File: src/analog_comparator_with_edge_flag_unit_assert.svh
// Assertion macros for the analog comparator unit.
`ifndef ANALOG_COMPARATOR_WITH_EDGE_FLAG_UNIT_ASSERT_SVH
`define ANALOG_COMPARATOR_WITH_EDGE_FLAG_UNIT_ASSERT_SVH

`ifndef SYNTHESIS
`define ACEF_ASSERT_HOLDS(lbl, clk, rstn, prop) \
  lbl: assert property (@(posedge clk) disable iff (!rstn) (prop)) \
    else $error("acef: invariant violated");
`define ACEF_ASSERT_IMPL(lbl, clk, rstn, ante, cons) \
  lbl: assert property (@(posedge clk) disable iff (!rstn) (ante) |-> (cons)) \
    else $error("acef: same-cycle implication violated");
`define ACEF_ASSERT_NEXT(lbl, clk, rstn, ante, cons) \
  lbl: assert property (@(posedge clk) disable iff (!rstn) (ante) |=> (cons)) \
    else $error("acef: next-cycle implication violated");
`else
`define ACEF_ASSERT_HOLDS(lbl, clk, rstn, prop)
`define ACEF_ASSERT_IMPL(lbl, clk, rstn, ante, cons)
`define ACEF_ASSERT_NEXT(lbl, clk, rstn, ante, cons)
`endif

`endif

File: src/acef_pkg.sv
// Types and constants shared by the analog comparator unit.
package acef_pkg;

  localparam int unsigned VOLT_BITS  = 16;  // default stored voltage code width
  localparam int unsigned IN_VOLT_W  = 16;  // voltage field width on the channels
  localparam int unsigned PIN_COUNT  = 10;
  localparam int unsigned PIN_IDX_W  = 4;
  localparam int unsigned ADC_BASE   = 2;   // ADC0 sits after AIN0 and AIN1
  localparam int unsigned CHAN_W     = 3;
  localparam int unsigned REG_IDX_W  = 3;
  localparam int unsigned CFG_DATA_W = 16;

  localparam logic [PIN_IDX_W-1:0] PIN_AIN0 = PIN_IDX_W'(0);
  localparam logic [PIN_IDX_W-1:0] PIN_AIN1 = PIN_IDX_W'(1);

  typedef enum logic {
    REQ_SET  = 1'b0,
    REQ_EVAL = 1'b1
  } acef_req_e;

  typedef enum logic [1:0] {
    IRQ_TOGGLE   = 2'd0,
    IRQ_RESERVED = 2'd1,
    IRQ_FALLING  = 2'd2,
    IRQ_RISING   = 2'd3
  } acef_irq_mode_e;

  typedef enum logic [REG_IDX_W-1:0] {
    REG_COMP_DISABLE   = 3'd0,
    REG_BANDGAP_SELECT = 3'd1,
    REG_BANDGAP_LEVEL  = 3'd2,
    REG_IRQ_ENABLE     = 3'd3,
    REG_IRQ_MODE       = 3'd4,
    REG_MUX_ENABLE     = 3'd5,
    REG_ADC_ENABLE     = 3'd6,
    REG_MUX_CHANNEL    = 3'd7
  } acef_reg_e;

  typedef struct packed {
    logic                  comp_disable;
    logic                  bandgap_select;
    logic [CFG_DATA_W-1:0] bandgap_level;
    logic                  irq_enable;
    acef_irq_mode_e        irq_mode;
    logic                  mux_enable;
    logic                  adc_enable;
    logic [CHAN_W-1:0]     mux_channel;
  } acef_cfg_t;

  typedef struct packed {
    acef_req_e            req_type;
    logic [PIN_IDX_W-1:0] pin_index;
    logic [IN_VOLT_W-1:0] pin_voltage;
    logic                 clear_flag;
  } acef_item_t;

endpackage

File: src/acef_if.sv
// Channel interfaces: request items, result items and configuration writes.
interface acef_in_if;
  logic                           valid;
  logic                           ready;
  logic                           req_type;
  logic [acef_pkg::PIN_IDX_W-1:0] pin_index;
  logic [acef_pkg::IN_VOLT_W-1:0] pin_voltage;
  logic                           clear_flag;

  modport source (output valid, req_type, pin_index, pin_voltage, clear_flag,
                  input ready);
  modport sink   (input valid, req_type, pin_index, pin_voltage, clear_flag,
                  output ready);
endinterface

interface acef_out_if;
  logic valid;
  logic ready;
  logic comp_output;
  logic irq_flag;
  logic flag_set_now;

  modport source (output valid, comp_output, irq_flag, flag_set_now, input ready);
  modport sink   (input valid, comp_output, irq_flag, flag_set_now, output ready);
endinterface

interface acef_cfg_if;
  logic                            valid;
  logic                            ready;
  logic [acef_pkg::REG_IDX_W-1:0]  reg_index;
  logic [acef_pkg::CFG_DATA_W-1:0] wdata;

  modport source (output valid, reg_index, wdata, input ready);
  modport sink   (input valid, reg_index, wdata, output ready);
endinterface

File: src/acef_pin_file.sv
// Pin voltage register file: one write port, fixed AIN reads, muxed ADC read.
module acef_pin_file #(
  parameter int unsigned VoltBits = acef_pkg::VOLT_BITS
) (
  input  logic                           clk_i,
  input  logic                           rst_ni,
  input  logic                           wr_en_i,
  input  logic [acef_pkg::PIN_IDX_W-1:0] wr_idx_i,
  input  logic [VoltBits-1:0]            wr_data_i,
  input  logic [acef_pkg::CHAN_W-1:0]    adc_ch_i,
  output logic [VoltBits-1:0]            ain0_o,
  output logic [VoltBits-1:0]            ain1_o,
  output logic [VoltBits-1:0]            adc_o
);
  import acef_pkg::*;

  logic [VoltBits-1:0]  pins_q [PIN_COUNT];
  logic [PIN_IDX_W-1:0] adc_idx;
  logic                 wr_ok;

  // Writes to pin indexes past ADC7 are dropped.
  assign wr_ok   = wr_en_i && (wr_idx_i < PIN_IDX_W'(PIN_COUNT));
  assign adc_idx = PIN_IDX_W'(ADC_BASE) + PIN_IDX_W'(adc_ch_i);

  always_ff @(posedge clk_i or negedge rst_ni) begin
    if (!rst_ni) begin
      for (int i = 0; i < PIN_COUNT; i++) pins_q[i] <= '0;
    end else if (wr_ok) begin
      pins_q[wr_idx_i] <= wr_data_i;
    end
  end

  assign ain0_o = pins_q[PIN_AIN0];
  assign ain1_o = pins_q[PIN_AIN1];
  assign adc_o  = pins_q[adc_idx];

endmodule

File: src/analog_comparator_with_edge_flag_unit.sv
// Top level of the analog comparator with edge-triggered sticky interrupt flag.
// The unit accepts one item per cycle and returns one result per item. After the
// input transfer the item is captured in an input register, then the pin read,
// voltage compare and flag update run combinationally and land in the result
// register. Throughput is set by that single evaluate stage, whose
// state (pins, output bit, flag) is written back in the same cycle, so the next
// item sees it without a bubble. Backpressure on the result channel stalls both
// stages; configuration writes are taken every cycle.
`include "analog_comparator_with_edge_flag_unit_assert.svh"

module analog_comparator_with_edge_flag_unit #(
  parameter int unsigned VoltBits = acef_pkg::VOLT_BITS
) (
  input  logic              clk_i,
  input  logic              rst_ni,
  acef_in_if.sink           in_i,
  acef_out_if.source        res_o,
  acef_cfg_if.sink          cfg_i
);
  import acef_pkg::*;

  acef_cfg_t           cfg_q;
  acef_item_t          item_q;
  logic                s_valid_q, s_valid_d;
  logic                o_valid_q, o_valid_d;
  logic                comp_q, comp_d;
  logic                irq_q, irq_d;
  logic                res_comp_q, res_irq_q, res_fired_q;
  logic                advance, in_fire, s_fire;
  logic                is_eval, eval_active, new_bit, edge_hit, fired;
  logic [VoltBits-1:0] ain0, ain1, adc, pos_v, neg_v;

  // ---------------- configuration ----------------
  assign cfg_i.ready = 1'b1;

  always_ff @(posedge clk_i or negedge rst_ni) begin
    if (!rst_ni) begin
      cfg_q <= '0;
    end else if (cfg_i.valid) begin
      unique case (acef_reg_e'(cfg_i.reg_index))
        REG_COMP_DISABLE:   cfg_q.comp_disable   <= cfg_i.wdata[0];
        REG_BANDGAP_SELECT: cfg_q.bandgap_select <= cfg_i.wdata[0];
        REG_BANDGAP_LEVEL:  cfg_q.bandgap_level  <= cfg_i.wdata;
        REG_IRQ_ENABLE:     cfg_q.irq_enable     <= cfg_i.wdata[0];
        REG_IRQ_MODE:       cfg_q.irq_mode       <= acef_irq_mode_e'(cfg_i.wdata[1:0]);
        REG_MUX_ENABLE:     cfg_q.mux_enable     <= cfg_i.wdata[0];
        REG_ADC_ENABLE:     cfg_q.adc_enable     <= cfg_i.wdata[0];
        REG_MUX_CHANNEL:    cfg_q.mux_channel    <= cfg_i.wdata[CHAN_W-1:0];
      endcase
    end
  end

  // ---------------- handshake ----------------
  assign advance    = !o_valid_q || res_o.ready;
  assign in_i.ready = !s_valid_q || advance;
  assign in_fire    = in_i.valid && in_i.ready;
  assign s_fire     = s_valid_q && advance;

  assign s_valid_d = in_fire ? 1'b1 : (s_fire ? 1'b0 : s_valid_q);
  assign o_valid_d = s_fire ? 1'b1 : (res_o.ready ? 1'b0 : o_valid_q);

  always_ff @(posedge clk_i or negedge rst_ni) begin
    if (!rst_ni) begin
      s_valid_q <= 1'b0;
      o_valid_q <= 1'b0;
    end else begin
      s_valid_q <= s_valid_d;
      o_valid_q <= o_valid_d;
    end
  end

  always_ff @(posedge clk_i) begin
    if (in_fire) begin
      item_q.req_type    <= acef_req_e'(in_i.req_type);
      item_q.pin_index   <= in_i.pin_index;
      item_q.pin_voltage <= in_i.pin_voltage;
      item_q.clear_flag  <= in_i.clear_flag;
    end
  end

  // ---------------- evaluate stage ----------------
  assign is_eval = (item_q.req_type == REQ_EVAL);

  acef_pin_file #(
    .VoltBits (VoltBits)
  ) u_pins (
    .clk_i     (clk_i),
    .rst_ni    (rst_ni),
    .wr_en_i   (s_fire && !is_eval),
    .wr_idx_i  (item_q.pin_index),
    .wr_data_i (VoltBits'(item_q.pin_voltage)),
    .adc_ch_i  (cfg_q.mux_channel),
    .ain0_o    (ain0),
    .ain1_o    (ain1),
    .adc_o     (adc)
  );

  assign pos_v   = cfg_q.bandgap_select ? VoltBits'(cfg_q.bandgap_level) : ain0;
  assign neg_v   = (cfg_q.mux_enable && !cfg_q.adc_enable) ? adc : ain1;
  assign new_bit = (pos_v > neg_v);

  always_comb begin
    unique case (cfg_q.irq_mode)
      IRQ_TOGGLE:   edge_hit = (new_bit != comp_q);
      IRQ_RESERVED: edge_hit = 1'b0;
      IRQ_FALLING:  edge_hit = !new_bit && comp_q;
      IRQ_RISING:   edge_hit = new_bit && !comp_q;
    endcase
  end

  assign eval_active = is_eval && !cfg_q.comp_disable;
  assign fired       = eval_active && cfg_q.irq_enable && edge_hit;
  assign comp_d      = eval_active ? new_bit : comp_q;
  // software clear comes first, a firing edge then sets the flag again
  assign irq_d       = (irq_q && !(is_eval && item_q.clear_flag)) || fired;

  always_ff @(posedge clk_i or negedge rst_ni) begin
    if (!rst_ni) begin
      comp_q <= 1'b0;
      irq_q  <= 1'b0;
    end else if (s_fire) begin
      comp_q <= comp_d;
      irq_q  <= irq_d;
    end
  end

  always_ff @(posedge clk_i) begin
    if (s_fire) begin
      res_comp_q  <= comp_d;
      res_irq_q   <= irq_d;
      res_fired_q <= fired;
    end
  end

  assign res_o.valid        = o_valid_q;
  assign res_o.comp_output  = res_comp_q;
  assign res_o.irq_flag     = res_irq_q;
  assign res_o.flag_set_now = res_fired_q;

  // ---------------- assertions ----------------
  `ACEF_ASSERT_HOLDS(a_fired_sets_flag, clk_i, rst_ni, !(o_valid_q && res_fired_q && !res_irq_q))
  `ACEF_ASSERT_IMPL(a_result_matches_state, clk_i, rst_ni, o_valid_q, (res_comp_q == comp_q) && (res_irq_q == irq_q))
  `ACEF_ASSERT_IMPL(a_stall_only_when_full, clk_i, rst_ni, !in_i.ready, s_valid_q && o_valid_q)
  `ACEF_ASSERT_NEXT(a_set_keeps_comp, clk_i, rst_ni, s_fire && !is_eval, $stable(comp_q) && $stable(irq_q))

endmodule
File: src/flat_wrapper.sv
// flat-port wrapper written by rule: the top's interface ports become plain ports
module analog_comparator_with_edge_flag_unit_flat import acef_pkg::*;
#(
  parameter int unsigned VoltBits = acef_pkg::VOLT_BITS
)
  (clk_i, rst_ni, in_i_valid, in_i_req_type, in_i_pin_index, in_i_pin_voltage, in_i_clear_flag, in_i_ready, res_o_valid, res_o_comp_output, res_o_irq_flag, res_o_flag_set_now, res_o_ready, cfg_i_valid, cfg_i_reg_index, cfg_i_wdata, cfg_i_ready);
  acef_in_if in_i_i ();
  acef_out_if res_o_i ();
  acef_cfg_if cfg_i_i ();
  input  logic clk_i;
  input  logic rst_ni;
  input wire logic [$bits(in_i_i.valid)-1:0] in_i_valid;
  input wire logic [$bits(in_i_i.req_type)-1:0] in_i_req_type;
  input wire logic [$bits(in_i_i.pin_index)-1:0] in_i_pin_index;
  input wire logic [$bits(in_i_i.pin_voltage)-1:0] in_i_pin_voltage;
  input wire logic [$bits(in_i_i.clear_flag)-1:0] in_i_clear_flag;
  output wire logic [$bits(in_i_i.ready)-1:0] in_i_ready;
  output wire logic [$bits(res_o_i.valid)-1:0] res_o_valid;
  output wire logic [$bits(res_o_i.comp_output)-1:0] res_o_comp_output;
  output wire logic [$bits(res_o_i.irq_flag)-1:0] res_o_irq_flag;
  output wire logic [$bits(res_o_i.flag_set_now)-1:0] res_o_flag_set_now;
  input wire logic [$bits(res_o_i.ready)-1:0] res_o_ready;
  input wire logic [$bits(cfg_i_i.valid)-1:0] cfg_i_valid;
  input wire logic [$bits(cfg_i_i.reg_index)-1:0] cfg_i_reg_index;
  input wire logic [$bits(cfg_i_i.wdata)-1:0] cfg_i_wdata;
  output wire logic [$bits(cfg_i_i.ready)-1:0] cfg_i_ready;
  assign in_i_i.valid = in_i_valid;
  assign in_i_i.req_type = in_i_req_type;
  assign in_i_i.pin_index = in_i_pin_index;
  assign in_i_i.pin_voltage = in_i_pin_voltage;
  assign in_i_i.clear_flag = in_i_clear_flag;
  assign in_i_ready = in_i_i.ready;
  assign res_o_valid = res_o_i.valid;
  assign res_o_comp_output = res_o_i.comp_output;
  assign res_o_irq_flag = res_o_i.irq_flag;
  assign res_o_flag_set_now = res_o_i.flag_set_now;
  assign res_o_i.ready = res_o_ready;
  assign cfg_i_i.valid = cfg_i_valid;
  assign cfg_i_i.reg_index = cfg_i_reg_index;
  assign cfg_i_i.wdata = cfg_i_wdata;
  assign cfg_i_ready = cfg_i_i.ready;
  analog_comparator_with_edge_flag_unit #(.VoltBits(VoltBits)) u_core (.clk_i(clk_i), .rst_ni(rst_ni), .in_i(in_i_i), .res_o(res_o_i), .cfg_i(cfg_i_i));
endmodule
File: config.mk
export PLATFORM = sky130hd
export DESIGN_NAME = analog_comparator_with_edge_flag_unit_flat
export DESIGN_NICKNAME = d
export VERILOG_FILES = /design/src/acef_pkg.sv /design/src/acef_if.sv /design/src/acef_pin_file.sv /design/src/analog_comparator_with_edge_flag_unit.sv /design/src/flat_wrapper.sv
export VERILOG_INCLUDE_DIRS = /design/src /design/src/src
export SDC_FILE = /design/constraint.sdc
export NUM_CORES = 1
export LEC_CHECK = 0
export ABC_AREA = 1
export BUFFER_PORTS_ARGS = -buffer_cell sky130_fd_sc_hd__buf_2
export CAP_MARGIN = 20
export CORE_ASPECT_RATIO = 0.75
export CORE_MARGIN = 2
export CORE_UTILIZATION = 60
export CTS_CLUSTER_DIAMETER = 30
export DETAILED_ROUTE_END_ITERATION = 16
export PLACE_DENSITY = 0.76
export SKIP_CTS_REPAIR_TIMING = 1
export SYNTH_ARGS = -nofsm -noshare
export SYNTH_HDL_FRONTEND = slang
export SYNTH_SLANG_ARGS = --single-unit
export TNS_END_PERCENT = 5
File: constraint.sdc
create_clock -name clk_i -period 7.1 [get_ports clk_i]
set_input_delay 1.065 -clock clk_i [delete_from_list [all_inputs] [get_ports clk_i]]
set_output_delay 1.065 -clock clk_i [all_outputs]
set_load 0.005 [all_outputs]
Word-level counts from Yosys, hierarchy flattened. Cells that the tools add are included.

Add/sub/neg operators: 1. Magnitude comparators: 5. Equal/unequal tests: 11. Mux-type cells: 14. Bitwise operators: 2. Reductions and logical operators: 36.

Operator list (number): 160-bit bitwise mux (1); 16-bit 2-to-1 mux (5); 16-bit binary-select mux with 4-bit select (1); 16-bit demux with 4-bit select (1); 16-bit greater-than comparator (1); 2-bit AND reduction (8); 1-bit logical AND (13); 3-bit == test, second input constant (4); 5-bit greater-or-equal comparator, second input constant (2); 4-bit inverter with 5-bit output (2); 1-bit zero test (8); 3-bit by 2-bit == test with 1-bit output, second input constant (2); 5-bit by 1-bit less-than comparator with 1-bit output, second input constant (1); 1-bit 2-to-1 mux (5); 2-bit by 3-bit adder with 4-bit output, first input constant (1); 2-bit == test, second input constant (2); 4-bit less-than comparator, second input constant (1); 1-bit one-hot mux with 4 select lines (1); 2-bit nonzero test (2); 3-bit by 1-bit == test with 1-bit output, second input constant (1); 3-bit zero test (1); 1-bit logical OR (3); 2-bit by 1-bit == test with 1-bit output, second input constant (1); 2-bit zero test (1); 1-bit inequality test (1).

Register bits after elaboration: 215. Output and inout port bits: 6. Logic and storage cells: 98.

Logic depth before layout (Yosys ltp). Gate-level depths: netlist of run 1.

Depth after elaboration: 12. Mapped depth: 27.

Cells and area by module. A second synthesis of run 1 with hierarchy kept.

Cell total of the unflattened synthesis: 1317. Area, all modules: 10951.8 um^2.

By module, submodules not included: acef_pin_file (instances 1, cells each 1050, area an instance 8144.1 um^2); analog_comparator_with_edge_flag_unit (instances 1, cells each 267, area an instance 2807.7 um^2).

Least setup slack after synthesis of run 1. Ideal clock, no wire load.

Kind: flip-flop to flip-flop. Start: register u_core.cfg_q[1] (netlist name). End: register u_core.res_irq_q (netlist: u_core.res_o.irq_flag) (data pin). Library setup time: 266 ps. Data arrival time: 3115 ps. Required time: 6834 ps. Path slack: 3719 ps. Cell stages (with the launch flop): 23. Path buffers: 2. Cells stage by stage: dfrtp_1 ha_1 buf_4 inv_1 buf_1 o221ai_1 nand3_1 nand3_1 o21ai_1 ha_1 a21oi_1 nor2_1 nor2_1 nand2_1 nand2_1 nand2_1 nand2_1 inv_1 ha_1 nor2_1 o22ai_1 nor2_1 or2_2.

Word-level cells in the longest chain between the ends: 12. Elaborated cells between the ends (all ways): 14.

RTL lines: start: declaration (RTL line analog_comparator_with_edge_flag_unit.sv:22) `acef_cfg_t cfg_q;`; 2-bit by 3-bit adder with 4-bit output * (RTL line acef_pin_file.sv:23) `assign adc_idx = PIN_IDX_W'(ADC_BASE) + PIN_IDX_W'(adc_ch_i);`; 4-bit inverter with 5-bit output (not written as such) * (RTL line acef_pin_file.sv:35) `assign adc_o = pins_q[adc_idx];`; 16-bit binary-select mux with 4-bit select * (RTL line acef_pin_file.sv:35); 16-bit 2-to-1 mux (not written as such) * (2 in a row) (RTL line acef_pin_file.sv:35); 16-bit 2-to-1 mux * (RTL line analog_comparator_with_edge_flag_unit.sv:99) `assign neg_v = (cfg_q.mux_enable && !cfg_q.adc_enable) ? adc : ain1;`; 16-bit greater-than comparator * (RTL line analog_comparator_with_edge_flag_unit.sv:100) `assign new_bit = (pos_v > neg_v);`; 1-bit zero test (RTL line analog_comparator_with_edge_flag_unit.sv:106) `IRQ_FALLING: edge_hit = !new_bit && comp_q;`; 1-bit logical AND (RTL line analog_comparator_with_edge_flag_unit.sv:106); 1-bit one-hot mux with 4 select lines * (RTL line analog_comparator_with_edge_flag_unit.sv:103) `unique case (cfg_q.irq_mode)`; 1-bit logical AND * (RTL line analog_comparator_with_edge_flag_unit.sv:112) `assign fired = eval_active && cfg_q.irq_enable && edge_hit;`; named net u_core.fired (RTL line analog_comparator_with_edge_flag_unit.sv:30) `logic is_eval, eval_active, new_bit, edge_hit, fired;`; 1-bit logical OR * (RTL line analog_comparator_with_edge_flag_unit.sv:115) `assign irq_d = (irq_q && !(is_eval && item_q.clear_flag)) || fired;`; named net u_core.irq_d (RTL line analog_comparator_with_edge_flag_unit.sv:27) `logic irq_q, irq_d;`; end signal: assignment (RTL line analog_comparator_with_edge_flag_unit.sv:130) `res_irq_q <= irq_d;`; end: declaration (RTL line analog_comparator_with_edge_flag_unit.sv:28) `logic res_comp_q, res_irq_q, res_fired_q;`.

The timed path passes the listed nets; every way through them passes the cells marked *. The select of a mux whose other input is x is not followed. A chain may end at the register's enable or synchronous reset.

Final worst setup path of run 1. Same ends and word-level chain as after synthesis.

==> impl_metrics.toml, run 1 <==
[timing]
finalSetupViolCount = 0
fin_crit_sh = 0.691
layout_setup_ws_ps = 2190
fmaxAchievable_mhz = 204
layout_min_cycle_time_ps = 4910
hold_viol = 0
timing.hold.ws_ps = 477
tns_ps = 0
rsz0062_at_grt = "false"
fin_worst_skew_ps = 16.0
relSlewSlack = 0.317
worstMarginPinSlew_ps = 1020
drv_slew = 0

[drt]
drt-initial-drc-count = 895
routed_wirelength_mm = 25.2
wire_per_inst_microns = 17.9
drc_errors = 0
ant_nets = 0
via_per_inst = 5.87
vias = 8259
first_pass_iters = 6

[setup_path]
criticalPathCategory = "reg2reg"
cp_max_fo = 39
cp.arrival_ps = 5150
path_cells = "buf_4 > ha_1 > clkinv_1 > nor3_4 > nand2_1 > nand3_1 > o21ai_1 > ha_1 > nand4_1 > nor3_1 > nand3_1 > nand2_1 > inv_1 > ha_1 > nor2_1 > o22ai_1 > nor2_1 > or2_2"
end_kind = "register"
crit_family = "simple AND/OR/NAND/NOR gates"
slowest_stage = "nor3_4"
crit_buf_inv = 3
crit_required_ps = 7350
slowest_delay_ps = 830
crit_top_cell = "ha_1"
setup.worst_path.start_class = "register"

[place]
port_buffers = 50
dp.cells = 1341
dp.final_hpwl_mm = 15.5
place_area_sq_mm = 0.0103
place_congestion = 0.880
dp_slack_ps = 2430

[logic_synthesis]
synth_cells = 1136
synth_seq_cells = 215
yosysSeqAreaShare = 0.540
synth_most_common_cell = "nand2_1"
synthesis.nets = 1201
syn_area_sq_mm = 0.0102
synth_cell_types = 35
synth.top_cell.area_share = 0.467
avgSynthCellArea_sq_um = 8.97
async_reset_ff_frac = 0.884
post-synth-top-area-cell = "dfrtp_1"
synth_area_leaders = "dfrtp_1 (47%), nand2_1 (11%), o21ai_0 (7.4%)"
synth_commonest_cells = "nand2_1 (289), dfrtp_1 (190), o21ai_0 (151), nor2_1 (92), o21ai_1 (86)"
synth_edf_count = 25
yosysWarningCount = 0
ys.flop_type = "dfrtp_1"

[grt]
grt_first_pass_wirelength_mm = 40.8
grtUsageTotal = 0.289
antenna_found_initial = 0
overflow = 0
grt_pass1_vias = 7970
grt_max_degree = 88

[floorplanning]
pin_count = 52
die_x_microns = 154
die_y_microns = 117
rows = 41
die_area_sq_mm = 0.0180
core_sq_mm = 0.0167
start_util = 0.609

[final_layout]
syn2layout_area_growth_pct = 13.7
n_fill_cell = 1291
drive_above_1_share = 0.148
instances_no_fill = 1407
final_cell_area_sq_mm = 0.0116
nNetsFinal = 1231
antenna_cells = 0

[power_and_ir_drop]
p_leak_nw = 5.44
p_per_area_mw_per_mm2 = 375
peakVddDrop_uv = 264

[clocking]
htree_levels = 2
tritoncts.num_buffers = 36
root_buffer = "clkbuf_16"
cts_buffer_depth = 3
cts_tree = "built"
cts_sinks = 215
insertion_delay_ps = 510
cts.clk_slew.worst_paths_ps = 50

[flow_run]
cap_violations = 0

[outcome]
status = "completed"

[min_path]
min_path_type = "reg2reg"
## state kept, by name, summed over array words and instances, names as in the netlist, 16 cells and up
signal / flops
u_core.u_pins.ain1_o: 16
u_core.item_q: 21
u_core.u_pins.ain0_o: 16
u_core.u_pins.pins_q: 128
u_core.cfg_q: 26
## power by group
| part | switching [W] | leakage (nW) | internal [W] |
|---|---|---|---|
| clock | 0.000585 | 0.586 | 0.00113 |
| combinational | 0.000593 | 2.12 | 0.000348 |
| sequential | 0.000174 | 2.73 | 0.00151 |
| total | 0.00135 | 5.44 | 0.00299 |
## stage by stage
step	total power, W	utilization
after floorplan	0.00234	-
after global placement	0.00257	0.618
after detailed placement	0.00261	0.618
after CTS	0.00435	0.690
after global routing	0.00458	0.693
final	0.00435	0.693
## cell usage in the layout, fill, tap and decap left out, types with 3 or more instances in the layout
cell       synthesis  layout
a21oi_1           25      25
dfrtp_1          190     189
bufinv_16          0       4
o21ai_2           26      26
clkinv_2           0       4
clkinv_4           1       3
inv_1             52      52
buf_2             14      49
inv_2              3       3
mux2_2            15      15
ha_1              19      19
clkbuf_8           0       4
o211ai_1          32      32
buf_4              5       7
nand2_1          289     289
clkbuf_16          0      37
inv_6              0       4
nand2_4            8       8
nor2_1            92      91
clkbuf_1          25       7
o21ai_0          151     151
a31oi_1            5       5
nand3_1           35      35
o21ai_1           86      86
edfxtp_1          25      25
## cells by family after synthesis
kind of cell	count (synthesis)	share of synthesized area
buffers and inverters	124	0.0652
AO/OA/AOI/OAI	328	0.180
adder cells (fa/ha/maj)	19	0.0233
multiplexers	16	0.0176
flip-flops	215	0.540
other	1	0.000368
AND/OR/NAND/NOR	433	0.173
## final timing paths
kind,from,to,slack (ps),depth (start not counted)
hold reg to reg,u_core.u_pins.pins_q[6]$_DFFE_PN0P_,u_core.u_pins.pins_q[6]$_DFFE_PN0P_,480,2
setup reg to reg,u_core.cfg_q[1]$_DFFE_PN0P_,u_core.res_o.irq_flag$_DFFE_PP_,2190,18
hold / removal,u_core.u_pins.pins_q[6]$_DFFE_PN0P_,u_core.u_pins.pins_q[6]$_DFFE_PN0P_,480,2
max in group asynchronous,rst_ni,u_core.u_pins.ain0_o[15]$_DFFE_PN0P_,5270,2
setup / recovery,u_core.cfg_q[1]$_DFFE_PN0P_,u_core.res_o.irq_flag$_DFFE_PP_,2190,18
min in group asynchronous,rst_ni,u_core.u_pins.pins_q[67]$_DFFE_PN0P_,620,1
## worst register-to-register path, delay by kind of cell, from the launching register on
kind / cells / cell delay [ps]
AO/OA/AOI/OAI: 2 / 260
adder cells (fa/ha/maj): 3 / 800
buffers and inverters: 3 / 960
flip-flops: 1 / 330
AND/OR/NAND/NOR: 10 / 2310
## final cells by class
class	instances	area (sq um)	share of cell area
well taps	215	269	0.0232
clock inverters	17	211	0.0182
clock buffers	47	993	0.0857
inverters	57	219	0.0189
flip-flops and latches	215	5510	0.475
repair buffers	59	367	0.0316
multi-input cells	797	4020	0.347
## routing by layer
| metal | part of all wire | vias to the layer above | GRT usage |
|---|---|---|---|
| li1 | - | 3878 | - |
| met1 | 0.45 | 3914 | 0.415 |
| met2 | 0.44 | 391 | 0.443 |
| met3 | 0.077 | 76 | 0.0479 |
| met4 | 0.036 | 0 | 0.127 |
| met5 | 0 | - | 0 |
Note: power is estimated with default switching activity, not from simulation.
==> inputs of run 2 (changes only) <==
==> constraint.sdc (replaced) <==
create_clock -name clk_i -period 4.6 [get_ports clk_i]
set_input_delay 0.69 -clock clk_i [delete_from_list [all_inputs] [get_ports clk_i]]
set_output_delay 0.69 -clock clk_i [all_outputs]
set_load 0.005 [all_outputs]
==> impl_metrics.toml, run 2 (synthesis gave the netlist of run 1 again) <==
[drt]
ant_nets = 0
first_pass_iters = 5
drc_errors = 0
via_per_inst = 5.81
routed_wirelength_mm = 25.5
wire_per_inst_microns = 18.0
vias = 8228
drt-initial-drc-count = 986

[power_and_ir_drop]
p_clk_frac = 0.405
combPwrFrac = 0.218
p_leak_nw = 5.50
p_sw_w = 0.00217
peakVddDrop_uv = 378
seq_power_share = 0.377
p_int_w = 0.00466
p_per_area_mw_per_mm2 = 582
p_sw_frac = 0.317

[clocking]
insertion_delay_ps = 500
cts.clk_slew.worst_paths_ps = 50
htree_levels = 2
tritoncts.num_buffers = 37
cts_buffer_depth = 3
root_buffer = "clkbuf_16"
cts_tree = "built"
cts_sinks = 215

[timing]
fin_worst_skew_ps = 13.8
hold_viol = 0
layout_min_cycle_time_ps = 4090
worstMarginPinSlew_ps = 1000
rsz0062_at_grt = "false"
fin_crit_sh = 0.890
fmaxAchievable_mhz = 244
relSlewSlack = 0.329
tns_ps = 0
drv_slew = 0
finalSetupViolCount = 0

[final_layout]
layout_commonest_cell = "nand2_1"
seq_area_sq_mm = 0.00551
top_register = "u_core.u_pins.pins_q"
syn2layout_area_growth_pct = 15.3
instances_no_fill = 1416
antenna_cells = 0
nNetsFinal = 1237
final_cell_mix = "nand2_1 (289), dfrtp_1 (189), o21ai_0 (151)"
largest_reg_flops = 128
multi_input_area_sq_mm = 0.00402
n_fill_cell = 1286
drive_above_1_share = 0.159
reg_top3 = "u_core.u_pins.pins_q: 128 flops, u_core.cfg_q: 26 flops, u_core.item_q: 21 flops"

[floorplanning]
core_sq_mm = 0.0167
die_area_sq_mm = 0.0180
pin_count = 52
die_x_microns = 154
start_util = 0.609
rows = 41
die_y_microns = 117

[place]
dp.final_hpwl_mm = 15.8
port_buffers = 50
place_congestion = 0.857
dp.cells = 1344

[setup_path]
crit_required_ps = 4850
setup.worst_path.start_class = "register"
reg2reg_depth = 17
cp.arrival_ps = 4340
cp_max_fo = 38
criticalPathCategory = "reg2reg"
end_kind = "register"

[grt]
overflow = 0
grt_max_degree = 131
grt_first_pass_wirelength_mm = 41.1
grtUsageTotal = 0.290
grt_pass1_vias = 7835
antenna_found_initial = 0

[flow_run]
cap_violations = 0

[min_path]
min_path_type = "in2async"

[outcome]
status = "completed"
==> run 2: changes by cell type in the layout (fill, tap and decap cells not counted), sizes merged <==
cell and delta:
buf +5, clkinvlp +4, clkbuf -3, inv +3
bufinv -1, clkinv +1
==> run 2: through the flow <==
| step | area, sq um | utilization | power, W | hold slack [ps] | setup slack, ps |
|---|---|---|---|---|---|
| final | 11700 | 0.703 | 0.00683 | 170 | 506 |
| after CTS | 11700 | 0.697 | 0.00684 | 348 | 555 |
| after global placement | 10400 | 0.620 | 0.00400 | 459 | 746 |
| after detailed placement | 10400 | 0.620 | 0.00405 | 464 | 600 |
| after floorplan | 10200 | - | 0.00361 | 394 | 1220 |
| after global routing | 11700 | 0.703 | 0.00720 | 210 | 188 |
==> run 2: critical path, stage by stage, from the launching register on <==
cell	delay, ps
dfrtp_1	340
buf_4	360
inv_2	320
nor3_4	620
nand2_1	120
nand3_1	110
o21ai_1	70
ha_1	300
nand2_1	100
nor3_1	290
nand3_1	190
nand2_1	150
inv_1	50
ha_1	270
nor2_1	40
o22ai_1	150
nor2_1	80
or2_2	280
==> run 2: area by class of cell <==
cell class	instances	area share
Clock buffer	44	0.0864
Inverter	57	0.0186
Clock inverter	24	0.0223
Multi-Input combinational cell	797	0.342
Timing Repair Buffer	64	0.0389
Tap cell	215	0.0229
Sequential cell	215	0.469
==> run 2: power groups by stage <==
stage          sequential [W]  combinational [W]  clock, W
6_report              0.00258            0.00149   0.00276
5_1_grt               0.00262            0.00169   0.00288
4_1_cts               0.00257            0.00148   0.00279
3_5_place_dp          0.00259            0.00146         0
3_3_place_gp          0.00259            0.00141         0
2_1_floorplan         0.00251            0.00110         0
==> run 2: layer usage <==
| layer | wire, microns | vias up | global-route usage |
|---|---|---|---|
| met5 | 0 | - | 0 |
| met3 | 1820 | 60 | 0.0497 |
| met2 | 11400 | 315 | 0.450 |
| met1 | 11600 | 3957 | 0.424 |
| li1 | - | 3896 | - |
| met4 | 714 | 0 | 0.0957 |
==> run 2: final timing paths <==
check | endpoint | slack [ps] | from
max | u_core.res_o.irq_flag$_DFFE_PP_ | 510 | u_core.cfg_q[1]$_DFFE_PN0P_
min | u_core.u_pins.pins_q[23]$_DFFE_PN0P_ | 170 | rst_ni
max in group asynchronous | u_core.cfg_q[0]$_DFFE_PN0P_ | 3690 | rst_ni
max reg2reg | u_core.res_o.irq_flag$_DFFE_PP_ | 510 | u_core.cfg_q[1]$_DFFE_PN0P_
min reg2reg | u_core.u_pins.pins_q[84]$_DFFE_PN0P_ | 470 | u_core.u_pins.pins_q[84]$_DFFE_PN0P_
min in group clk_i | u_core.item_q[2]$_DFFE_PP_ | 360 | in_i_pin_voltage[1]
==> inputs of run 3 (changes only) <==
--- a/config.mk
+++ b/config.mk
@@ -12,10 +12,10 @@
 export CORE_ASPECT_RATIO = 0.75
 export CORE_MARGIN = 2
 export CORE_UTILIZATION = 60
+export CTS_BUF_LIST = sky130_fd_sc_hd__clkbuf_2
 export CTS_CLUSTER_DIAMETER = 30
 export DETAILED_ROUTE_END_ITERATION = 16
 export PLACE_DENSITY = 0.76
-export SKIP_CTS_REPAIR_TIMING = 1
 export SYNTH_ARGS = -nofsm -noshare
 export SYNTH_HDL_FRONTEND = slang
 export SYNTH_SLANG_ARGS = --single-unit
==> impl_metrics.toml, run 3 (synthesis gave the netlist of run 1 again) <==
[clocking]
cts_resized = 0
root_buffer = "clkbuf_2"
cts_buffer_depth = 3
cts_tree = "built"
cts.clk_slew.worst_paths_ps = 110
tritoncts.num_buffers = 54
cts_sinks = 215
htree_levels = 2
insertion_delay_ps = 830

[timing]
layout_min_cycle_time_ps = 4120
worstMarginPinSlew_ps = 1020
drv_slew = 0
fin_crit_sh = 0.896
fin_worst_skew_ps = 54.2
rsz0062_at_grt = "false"
fmaxAchievable_mhz = 243
timing.hold.ws_ps = 82.7
hold_viol = 0
finalSetupViolCount = 0
relSlewSlack = 0.316
tns_ps = 0

[setup_path]
setup.worst_path.start_class = "register"
crit_top_cell = "nand2_1"
crit_required_ps = 5170
slowest_stage = "nor3_4"
end_kind = "register"
slowest_delay_ps = 610
r2r_slack_ps = 480
worst_r2r_endpoint = "u_core.res_o.irq_flag$_DFFE_PP_"
crit_cells = 17
cp.arrival_ps = 4690
cp_max_fo = 38
crit_family = "simple AND/OR/NAND/NOR gates"
r2r_start = "u_core.cfg_q[1]$_DFFE_PN0P_"
reg2reg_depth = 17
path_cells = "buf_4 > inv_2 > nor3_4 > nand2_1 > nand3_1 > o21ai_1 > ha_1 > nand2_1 > nor3_1 > nand3_1 > nand2_1 > inv_1 > ha_1 > nor2_1 > o22ai_1 > nor2_1 > or2_2"
startpoint = "u_core.cfg_q[1]$_DFFE_PN0P_"
crit_end = "u_core.res_o.irq_flag$_DFFE_PP_"
criticalPathCategory = "reg2reg"
crit_buf_inv = 3

[flow_run]
cap_violations = 0

[final_layout]
layout_commonest_cell = "nand2_1"
drive_above_1_share = 0.174
reg_top3 = "u_core.u_pins.pins_q: 128 flops, u_core.cfg_q: 26 flops, u_core.item_q: 21 flops"
final_cell_mix = "nand2_1 (289), dfrtp_1 (189), o21ai_0 (151)"
n_fill_cell = 1385
syn2layout_area_growth_pct = 9.93
antenna_cells = 0
multi_input_area_sq_mm = 0.00402
seq_area_sq_mm = 0.00551
nNetsFinal = 1277
top_register = "u_core.u_pins.pins_q"
final_cell_area_sq_mm = 0.0112
largest_reg_flops = 128

[grt]
overflow = 0
grt_max_degree = 131
antenna_found_initial = 0
grtUsageTotal = 0.290
grt_pass1_vias = 7872
grt_first_pass_wirelength_mm = 40.9

[place]
dp.final_hpwl_mm = 15.8
port_buffers = 50
place_congestion = 0.857
place_area_sq_mm = 0.0104

[drt]
drt-initial-drc-count = 852
vias = 8261
routed_wirelength_mm = 25.1
wire_per_inst_microns = 17.2
via_per_inst = 5.64
ant_nets = 0
drc_errors = 0
first_pass_iters = 5

[outcome]
status = "completed"

[floorplanning]
start_util = 0.609
rows = 41
die_area_sq_mm = 0.0180
die_y_microns = 117
die_x_microns = 154
pin_count = 52
core_sq_mm = 0.0167

[power_and_ir_drop]
peakVddDrop_uv = 253
p_per_area_mw_per_mm2 = 480
p_leak_nw = 5.38

[min_path]
min_path_type = "in2reg"
-- run 3: changes by cell type in the layout (fill, tap and decap cells not counted), moves of 2 or more --
cell and delta:
clkbuf_2 +85, clkbuf_16 -39, dlygate4sd3_1 +23, inv_6 -6, clkinv_4 -5, clkinvlp_4 -5
clkbuf_1 -3, bufinv_16 -2, clkbuf_8 -2, clkinv_1 +2
-- run 3: per-stage QoR --
stage	utilization	total power, W	cells	setup WS, ps
4_1_cts	0.663	0.00539	1460	558
2_1_floorplan	-	0.00361	1136	1220
3_3_place_gp	0.620	0.00400	1344	746
6_report	0.670	0.00537	1465	479
3_5_place_dp	0.620	0.00405	1344	600
5_1_grt	0.670	0.00575	1465	229
-- run 3: power breakdown --
group	total, W	switching [W]	internal (W)	leakage, nW
logic	0.00149	0.000921	0.000569	2.26
registers	0.00257	0.000245	0.00232	2.73
clock network	0.00132	0.000775	0.000544	0.391
-- run 3: final cells by class --
| cell class | count | area share |
|---|---|---|
| sequential | 215 | 0.492 |
| multi-input combinational | 797 | 0.359 |
| timing repair buffer | 87 | 0.0613 |
| clock buffer | 85 | 0.0380 |
| tap | 215 | 0.0240 |
| inverter | 57 | 0.0195 |
| clock inverter | 9 | 0.00648 |
-- run 3: worst min-delay path by stage --
stage                                          from                              endpoint  slack [ps]  cells after the start
2_1_floorplan                                rst_ni           u_core.cfg_q[0]$_DFFE_PN0P_         390                      0
3_3_place_gp   u_core.u_pins.pins_q[85]$_DFFE_PN0P_  u_core.u_pins.pins_q[85]$_DFFE_PN0P_         460                      2
3_5_place_dp   u_core.u_pins.pins_q[84]$_DFFE_PN0P_  u_core.u_pins.pins_q[84]$_DFFE_PN0P_         460                      2
4_1_cts                                  in_i_valid          u_core.s_valid_q$_DFFE_PN0P_          30                      3
5_1_grt                                  in_i_valid          u_core.s_valid_q$_DFFE_PN0P_          50                      3
6_report                                 in_i_valid          u_core.s_valid_q$_DFFE_PN0P_          80                      3
-- run 3: metal layers --
layer,global-route usage,vias up,part of all wire
met3,0.0512,56,0.071
li1,-,3982,-
met2,0.448,305,0.44
met1,0.423,3918,0.46
met4,0.0975,0,0.028
met5,0,-,0
-- run 3: timing repair --
item                                   CTS  global route
setup buffers                            0             0
hold buffers                            22             1
endpoints found under the hold margin   22            59
setup endpoints to repair                0             0
-- run 3: worst reg2reg max path: stages (launching register included) --
cell and delay (ps):
dfrtp_1 360, buf_4 370, inv_2 330, nor3_4 620, nand2_1 120, nand3_1 110, o21ai_1 70, ha_1 300
nand2_1 90, nor3_1 300, nand3_1 190, nand2_1 150, inv_1 60, ha_1 270, nor2_1 40, o22ai_1 150
nor2_1 80, or2_2 290
